File: src/hw/rtl/hfcc_pkg.sv
`timescale 1ns / 1ps

package hfcc_pkg;

    localparam logic [7:0] CRC_INIT = 8'hFF;
    localparam logic [7:0] CRC_POLY = 8'h31;

    localparam logic [1:0] STATUS_OK       = 2'd0;
    localparam logic [1:0] STATUS_TEMP_CRC = 2'd1;
    localparam logic [1:0] STATUS_HUM_CRC  = 2'd2;

    localparam int TEMP_W = 15;
    localparam int HUM_W  = 14;
    localparam int OUT_TDATA_W = 32;

    // Completed frame, handed from the byte tracker to the scaler
    typedef struct packed {
        logic [1:0]  status;
        logic [15:0] temp_word;
        logic [15:0] hum_word;
    } hfcc_frame_t;

    // CRC-8, MSB first, one byte
    function automatic logic [7:0] crc8_byte(input logic [7:0] crc, input logic [7:0] data);
        logic [7:0] c;
        c = crc ^ data;
        for (int k = 0; k < 8; k++) begin
            if (c[7]) begin
                c = {c[6:0], 1'b0} ^ CRC_POLY;
            end else begin
                c = {c[6:0], 1'b0};
            end
        end
        return c;
    endfunction

endpackage

File: src/hw/rtl/hfcc_frame.sv
`timescale 1ns / 1ps

module hfcc_frame (
    input  logic                 aclk,
    input  logic                 aresetn,
    input  logic                 byte_vld,
    output logic                 byte_rdy,
    input  logic [7:0]           rx_byte,
    input  logic                 frame_start,
    output logic                 frm_vld,
    input  logic                 frm_rdy,
    output hfcc_pkg::hfcc_frame_t frm
);
    import hfcc_pkg::*;

    localparam logic [2:0] POS_T_MSB = 3'd0;
    localparam logic [2:0] POS_T_LSB = 3'd1;
    localparam logic [2:0] POS_T_CRC = 3'd2;
    localparam logic [2:0] POS_H_MSB = 3'd3;
    localparam logic [2:0] POS_H_LSB = 3'd4;
    localparam logic [2:0] POS_H_CRC = 3'd5;

    logic [2:0]  pos_reg, pos_next;
    logic [7:0]  crc_reg, crc_next;
    logic [15:0] raw_t_reg, raw_t_next;
    logic [15:0] raw_h_reg, raw_h_next;
    logic        tgood_reg, tgood_next;
    logic        frm_vld_reg, frm_vld_next;
    hfcc_frame_t frm_reg, frm_next;

    logic        take;
    logic [2:0]  pos;
    logic [7:0]  crc_fed;

    // A pending frame can hand off in the same cycle a new byte comes in
    assign byte_rdy = !frm_vld_reg || frm_rdy;
    assign take     = byte_vld && byte_rdy;

    always_comb begin
        if (frame_start || pos_reg > POS_H_CRC) begin
            pos = POS_T_MSB;
        end else begin
            pos = pos_reg;
        end
    end

    assign crc_fed = crc8_byte((pos == POS_T_MSB || pos == POS_H_MSB) ? CRC_INIT : crc_reg,
                               rx_byte);

    always_comb begin
        pos_next     = pos_reg;
        crc_next     = crc_reg;
        raw_t_next   = raw_t_reg;
        raw_h_next   = raw_h_reg;
        tgood_next   = tgood_reg;
        frm_next     = frm_reg;
        frm_vld_next = frm_vld_reg && !frm_rdy;
        if (take) begin
            pos_next = (pos == POS_H_CRC) ? POS_T_MSB : pos + 3'd1;
            unique case (pos)
                POS_T_MSB: begin
                    crc_next   = crc_fed;
                    raw_t_next = {rx_byte, raw_t_reg[7:0]};
                end
                POS_T_LSB: begin
                    crc_next   = crc_fed;
                    raw_t_next = {raw_t_reg[15:8], rx_byte};
                end
                POS_T_CRC: begin
                    tgood_next = (crc_reg == rx_byte);
                    crc_next   = CRC_INIT;
                end
                POS_H_MSB: begin
                    crc_next   = crc_fed;
                    raw_h_next = {rx_byte, raw_h_reg[7:0]};
                end
                POS_H_LSB: begin
                    crc_next   = crc_fed;
                    raw_h_next = {raw_h_reg[15:8], rx_byte};
                end
                default: begin
                    crc_next           = CRC_INIT;
                    frm_vld_next       = 1'b1;
                    frm_next.temp_word = raw_t_reg;
                    frm_next.hum_word  = raw_h_reg;
                    // temperature check wins when both fail
                    if (!tgood_reg) begin
                        frm_next.status = STATUS_TEMP_CRC;
                    end else if (crc_reg != rx_byte) begin
                        frm_next.status = STATUS_HUM_CRC;
                    end else begin
                        frm_next.status = STATUS_OK;
                    end
                end
            endcase
        end
    end

    always_ff @(posedge aclk) begin
        if (!aresetn) begin
            pos_reg     <= POS_T_MSB;
            crc_reg     <= CRC_INIT;
            tgood_reg   <= 1'b0;
            frm_vld_reg <= 1'b0;
        end else begin
            pos_reg     <= pos_next;
            crc_reg     <= crc_next;
            tgood_reg   <= tgood_next;
            frm_vld_reg <= frm_vld_next;
        end
        raw_t_reg <= raw_t_next;
        raw_h_reg <= raw_h_next;
        frm_reg   <= frm_next;
    end

    assign frm_vld = frm_vld_reg;
    assign frm     = frm_reg;

endmodule

File: src/hw/rtl/hfcc_scale.sv
`timescale 1ns / 1ps

module hfcc_scale (
    input  logic                              aclk,
    input  logic                              aresetn,
    input  logic                              frm_vld,
    output logic                              frm_rdy,
    input  hfcc_pkg::hfcc_frame_t             frm,
    output logic                              res_vld,
    input  logic                              res_rdy,
    output logic [1:0]                        res_status,
    output logic [hfcc_pkg::OUT_TDATA_W-1:0]  res_data
);
    import hfcc_pkg::*;

    localparam logic [14:0] TEMP_SPAN   = 15'd17500;
    localparam logic [13:0] HUM_SPAN    = 14'd10000;
    localparam logic [15:0] TEMP_OFFSET = 16'd4500;

    logic [30:0] t_prod;
    logic [29:0] h_prod;
    logic [31:0] t_sum;
    logic [30:0] h_sum;
    logic [14:0] t_quo;
    logic [13:0] h_quo;
    logic [15:0] t_cent;
    logic        ok;

    logic                   vld_reg, vld_next;
    logic [1:0]             status_reg, status_next;
    logic [OUT_TDATA_W-1:0] data_reg, data_next;

    // x / 65535 = (x + (x >> 16) + 1) >> 16 while the quotient stays below 2^16
    assign t_prod = 31'(frm.temp_word) * 31'(TEMP_SPAN);
    assign h_prod = 30'(frm.hum_word) * 30'(HUM_SPAN);
    assign t_sum  = 32'(t_prod) + 32'(t_prod[30:16]) + 32'd1;
    assign h_sum  = 31'(h_prod) + 31'(h_prod[29:16]) + 31'd1;
    assign t_quo  = t_sum[30:16];
    assign h_quo  = h_sum[29:16];
    assign t_cent = {1'b0, t_quo} - TEMP_OFFSET;
    assign ok     = (frm.status == STATUS_OK);

    assign frm_rdy = !vld_reg || res_rdy;

    always_comb begin
        vld_next    = vld_reg && !res_rdy;
        status_next = status_reg;
        data_next   = data_reg;
        if (frm_vld && frm_rdy) begin
            vld_next    = 1'b1;
            status_next = frm.status;
            data_next   = '0;
            if (ok) begin
                data_next[TEMP_W-1:0]            = t_cent[TEMP_W-1:0];
                data_next[TEMP_W+HUM_W-1:TEMP_W] = h_quo;
            end
        end
    end

    always_ff @(posedge aclk) begin
        if (!aresetn) begin
            vld_reg <= 1'b0;
        end else begin
            vld_reg <= vld_next;
        end
        status_reg <= status_next;
        data_reg   <= data_next;
    end

    assign res_vld    = vld_reg;
    assign res_status = status_reg;
    assign res_data   = data_reg;

endmodule

File: src/hw/rtl/humidity_frame_crc_convert.sv
`timescale 1ns / 1ps
// Decodes a six-byte temperature/humidity frame with two CRC-8 checks.
// Throughput: one byte per cycle while s_tready is high; frames may follow back to back.
// After the sixth byte is accepted, the frame is registered in the frame stage, then in the output register.
// s_tready falls only while both the frame stage and the output register are full.
// aresetn (synchronous) restarts the byte position and empties both stages.

module humidity_frame_crc_convert (
    input  logic                              aclk,
    input  logic                              aresetn,
    input  logic                              s_tvalid,
    output logic                              s_tready,
    input  logic [7:0]                        s_tdata,  // [7:0] rx_byte
    input  logic                              s_tuser,  // [0] frame_start
    output logic                              m_tvalid,
    input  logic                              m_tready,
    output logic [hfcc_pkg::OUT_TDATA_W-1:0]  m_tdata,  // [14:0] temperature_centi,
                                                        // [28:15] humidity_centi
    output logic [1:0]                        m_tuser   // [1:0] status
);
    import hfcc_pkg::*;

    logic        frm_vld;
    logic        frm_rdy;
    hfcc_frame_t frm;

    hfcc_frame u_frame (
        .aclk        (aclk),
        .aresetn     (aresetn),
        .byte_vld    (s_tvalid),
        .byte_rdy    (s_tready),
        .rx_byte     (s_tdata),
        .frame_start (s_tuser),
        .frm_vld     (frm_vld),
        .frm_rdy     (frm_rdy),
        .frm         (frm)
    );

    hfcc_scale u_scale (
        .aclk       (aclk),
        .aresetn    (aresetn),
        .frm_vld    (frm_vld),
        .frm_rdy    (frm_rdy),
        .frm        (frm),
        .res_vld    (m_tvalid),
        .res_rdy    (m_tready),
        .res_status (m_tuser),
        .res_data   (m_tdata)
    );

endmodule

File: config.mk
export PLATFORM = sky130hd
export DESIGN_NAME = humidity_frame_crc_convert
export DESIGN_NICKNAME = d
export VERILOG_FILES = /design/src/hw/rtl/hfcc_pkg.sv /design/src/hw/rtl/hfcc_frame.sv /design/src/hw/rtl/hfcc_scale.sv /design/src/hw/rtl/humidity_frame_crc_convert.sv
export SDC_FILE = /design/constraint.sdc
export NUM_CORES = 1
export LEC_CHECK = 0
export BUFFER_PORTS_ARGS = -buffer_cell sky130_fd_sc_hd__buf_4
export CELL_PAD_IN_SITES_DETAIL_PLACEMENT = 1
export CELL_PAD_IN_SITES_GLOBAL_PLACEMENT = 1
export CORE_MARGIN = 1.5
export CORE_UTILIZATION = 45
export CTS_CLUSTER_DIAMETER = 150
export CTS_CLUSTER_SIZE = 16
export DETAILED_ROUTE_END_ITERATION = 12
export MAX_ROUTING_LAYER = met4
export PLACE_DENSITY = 0.8
export SLEW_MARGIN = 20
export SYNTH_ARGS = -nofsm -noshare
export SYNTH_HDL_FRONTEND = slang
export SYNTH_SLANG_ARGS = --single-unit
File: constraint.sdc
create_clock -name aclk -period 9.2 [get_ports aclk]
set_input_delay 1.84 -clock aclk [delete_from_list [all_inputs] [get_ports aclk]]
set_output_delay 1.84 -clock aclk [all_outputs]
set_load 0.01 [all_outputs]
After elaboration in Yosys (flattened, before gate mapping)
Index checks and enable logic that the tools add are counted.

Multipliers: 2. Bitwise operators: 14. $add $sub $neg: 6. Eq/ne operators: 7. $lt $le $gt $ge: 1. Muxes and demuxes: 18. Reduce and logical (&&, ||, !) cells: 22.

Operators by type and width (number): 16-bit case mux with 2 select lines (2); 6-bit two-way mux (8); 31-bit by 1-bit adder with 31-bit output, second input constant (1); 31-bit by 15-bit adder with 31-bit output (1); 30-bit by 1-bit adder with 30-bit output, second input constant (1); 30-bit by 14-bit adder with 30-bit output (1); 16-bit by 13-bit multiplier with 29-bit output, second input constant (1); 16-bit by 10-bit multiplier with 26-bit output, second input constant (1); 3-bit inverter (8); 8-bit two-way mux (2); 15-bit by 13-bit subtractor with 15-bit output, second input constant (1); 3-bit AND reduction (4); 8-bit == test (1); 8-bit != test (1); 8-bit bitwise XOR (1); 3-bit by 2-bit == test with 1-bit output, second input constant (2); 3-bit == test, second input constant (2); 3-bit two-way mux (2); 1-bit inverter (5); 5-bit OR reduction (1); 1-bit logical AND (4); 1-bit zero test (4); 1-bit logical OR (4); 2-bit AND reduction (2); other kinds (8) (10).

Output and inout port bits: 36. Flip-flop bits (word level): 111. Bits of input ports: 13. Logic and storage cells: 84.

Logic depth before layout (Yosys ltp)
Depth in word-level cells: 24. Gate-level depth with buffers: 34. Depth with buffers taken out: 33.

Modules after synthesis
Synthesis repeated with hierarchy kept, for this count alone.

Cells, all modules: 1249. Area, all modules: 12259.3 sq um.

Modules (own cells, without submodules): hfcc_scale (sequential area each 950.9 sq um, area an instance 8827.2 sq um, times used 1, cells an instance 1002); hfcc_frame (sequential area each 2242.2 sq um, area an instance 3432.0 sq um, times used 1, cells an instance 247).

Worst setup path after synthesis
Ideal clock, no wire load.

Kind: register -> register. Start: register u_frame.frm_reg, in the netlist u_frame.frm[27]. End: register u_scale.data_reg[14], in the netlist u_scale.res_data[14], data pin. Setup slack: 1.506 ns. Clock period less this slack: 7.694 ns. Arrival time: 7.437 ns. Data required time: 8.942 ns. Setup time: 0.258 ns. Stages on the path, launching flop included: 34. Path buffers: 1. Cell sequence: edfxtp_1 ha_1 inv_1 fa_1 inv_1 ha_1 fa_1 inv_1 fa_1 inv_1 ha_1 buf_2 and4_2 o2111a_1 o21a_1 o31a_1 a31oi_2 xor2_1 inv_1 ha_1 and4_2 a221o_1 a21oi_1 inv_1 a21oi_1 o211ai_2 a21oi_2 nor2_1 xnor2_1 ha_1 o32ai_2 a21boi_4 o31a_1 mux2i_1.

Cells in the longest elaborated chain, start to end: 4.

RTL lines: start: declaration (RTL line hfcc_frame.sv:29) `hfcc_frame_t frm_reg, frm_next;`; start signal: assignment (RTL line hfcc_frame.sv:113) `frm_reg <= frm_next;`; 16-bit by 13-bit multiplier with 29-bit output (RTL line hfcc_scale.sv:34) `assign t_prod = 31'(frm.temp_word) * 31'(TEMP_SPAN);`; 31-bit by 15-bit adder with 31-bit output (RTL line hfcc_scale.sv:36) `assign t_sum = 32'(t_prod) + 32'(t_prod[30:16]) + 32'd1;`; 31-bit by 1-bit adder with 31-bit output (RTL line hfcc_scale.sv:36); 15-bit by 13-bit subtractor with 15-bit output (RTL line hfcc_scale.sv:40) `assign t_cent = {1'b0, t_quo} - TEMP_OFFSET;`; end signal: assignment (RTL line hfcc_scale.sv:67) `data_reg <= data_next;`; end: declaration (RTL line hfcc_scale.sv:31) `logic [OUT_TDATA_W-1:0] data_reg, data_next;`.

No other way between the ends. A chain may end at the register's enable or synchronous reset.

Final worst setup path
Start: register u_frame.frm_reg, in the netlist u_frame.frm[27]. End: register u_scale.data_reg[8], in the netlist u_scale.res_data[8], data pin.

Same word-level chain as after synthesis.

==> impl_metrics.ini <==
[power]
irDropWorstVdd_mv = 0.101
p_per_area_mw_per_mm2 = 81.4
power.leakage_nw = 6.16

[cts]
tritoncts = yes
cts_hold_buf = 0
path_clk_slew_ps = 80
cts_max_level = 3
cts_resized = 0
root_buffer = clkbuf_16
cts_buffers = 9
cts_setup_buffers = 0
insertion_delay_ps = 370
clock_path_buffers = 2
clock-sinks = 111

[worst_setup_path]
max_stage_delay_ps = 530
worst_setup_path_start_kind = flop
cp.required_ps = 9310
slowest_stage = edfxtp_1
path_max_fanout = 8
arrival_ps = 8740
setup.worst_path.end_class = flop
worstSetupPathType = reg -> reg
cpMostUsedCell = inv_1
reg2reg_depth = 32

[timing]
skew_ps = 12.2
worst-slew-pin-transition_ps = 1020
rsz0062_at_grt = no
setup_viol = 0
slew-limit-headroom_pct = 32.1
fin_ws_ps = 573
setup_tns_ps = 0
min_period_over_period_pct = 93.8
report.final.slew_viol_count = 0
fmax_ghz = 0.116
hold_viol_final = 0
min_period_ps = 8630

[route]
wirelength_mm = 30.8
vias = 9114
drt_iter0_drc = 342
antenna_left = 0
drcViolationCount = 0
wl_per_cell_um = 18.6
first_pass_iters = 4
viasPerCell = 5.50

[status]
status = finished, final reports clean

[synthesis]
ys_seq_elements = 111
synth_top_area_share_pct = 23.5
ys_types = 105
syn-cell-area_mm2 = 0.0124
synthCells = 1272
synth_ff_type = edfxtp_1
ys_seq_area_share_pct = 25.7
synth_edf_count = 97
yosys.cell_count.top_type = inv_1
yosys.area.top_type = edfxtp_1
async_flop_share_pct = 0
avgSynthCellArea_um2 = 9.75
synth_common_cells = 239 x inv_1, 191 x ha_1, 97 x edfxtp_1, 80 x fa_1, 64 x nor2_1
ys_warn_count = 0
synth_area_leaders = edfxtp_1 23%, ha_1 19%, fa_1 13%

[placed_design]
placed_cells = 1641
dp_hpwl_mm = 25.7
globalplace.congestion = 0.905
post_dp_cell_area_mm2 = 0.0131
dp_slack_ps = 615
portBuffers = 45

[worst_hold_path]
hp-class = reg -> reg
hold_depth = 0

[final_layout]
fin_util_pct = 49.7
largest_reg_flops = 34
stdcell_count = 1657
diodes = 0
fin_area_mm2 = 0.0134
drive_above_1_share_pct = 9.35
syn2layout_area_growth_pct = 8.29
n_fill_cell = 3081
nets = 1595

[floorplan]
ios = 49
die_area_mm2 = 0.0286
rows = 60
dieHeight_um = 169
start_util_pct = 45.9
dieWidth_um = 169
core_mm2 = 0.0270

[grt]
track_usage_pct = 23.0
antenna_found_initial = 0
grt_pass1_wl_mm = 50.2
grt_pass1_vias = 9884
grt-ovfl-total = 0
grt_max_degree = 35

[job]
maxCapViolations = 0
## cell families after synthesis
logic type               share of synthesized area (%)
AO/OA/AOI/OAI                                     13.4
XOR/XNOR                                          6.59
adder cells (fa/ha/maj)                           32.2
buffers and inverters                             8.05
flip-flops                                        25.7
multiplexers                                     0.504
other                                           0.0302
AND/OR/NAND/NOR                                   13.5
## cell type report
class / instances / area [um^2] / area share, %
clock buffer: 11 / 264 / 1.97
clock inverter: 5 / 58.8 / 0.438
inverter: 239 / 897 / 6.68
multi-input combinational: 903 / 8240 / 61.3
sequential: 111 / 3190 / 23.8
tap: 341 / 427 / 3.18
timing repair buffer: 47 / 353 / 2.63
## per-stage QoR
stage	power, mW	hold slack, ps
detailed placement	0.681	406
global route	1.13	428
finish	1.09	424
CTS	1.10	424
floorplan	0.653	400
global placement	0.675	401
## worst paths after layout
kind / start / end / slack [ps]
max reg2reg: u_frame.frm[27] / u_scale.res_data[8] / 570
min reg2reg: u_frame.raw_t_reg[0] / u_frame.frm[16] / 420
max: u_frame.frm[27] / u_scale.res_data[8] / 570
min: u_frame.raw_t_reg[0] / u_frame.frm[16] / 420
## power breakdown
part / switching [mW] / internal, mW
clock network: 0.207 / 0.216
logic: 0.0608 / 0.0462
registers: 0.0104 / 0.553
total: 0.278 / 0.816
## metal layers
metal / routed length [um] / part of all wire [%] / track usage [%] / vias up
met5: 0 / 0 / - / -
met4: 479 / 1.6 / 5.16 / 0
met3: 816 / 2.6 / 2.31 / 30
met2: 15300 / 49 / 40.2 / 137
met1: 14300 / 46 / 28.7 / 4514
li1: - / - / - / 4433
## critical path, delay by kind of cell (launching register included)
family | cells | cell delay (ps)
fa+ha+maj | 8 | 3200
compound gates | 13 | 2890
simple gates | 3 | 710
xor+xnor | 2 | 590
flops | 1 | 530
buf+inv | 6 | 420
## cell usage in the layout, fill, tap and decap left out, types with 4 or more instances in the layout
cell type	Yosys	layout
nand3b_1	4	4
nor4_1	10	10
and2_1	32	32
o31ai_1	4	4
nor2_1	64	63
edfxtp_1	97	97
o21a_1	12	12
o21ai_1	7	7
a21oi_1	56	56
o22ai_1	8	8
a311o_1	4	4
ha_1	191	191
dfxtp_1	14	14
a211oi_1	7	7
or2_2	9	9
o211ai_1	6	6
a31oi_1	7	7
xnor2_1	57	57
or3_1	9	9
nand2b_1	14	14
clkbuf_16	0	10
and3_1	9	9
nand3_1	15	15
a21o_1	17	17
a211o_1	5	5
inv_1	239	239
nand4_1	5	5
xor2_1	30	30
nor3_2	2	4
mux2i_1	4	4
nor2b_1	27	26
fa_1	80	80
nor3_1	28	26
o21ai_0	35	35
buf_4	3	47
nand2_1	47	47
(Power assumes the default switching activity.)
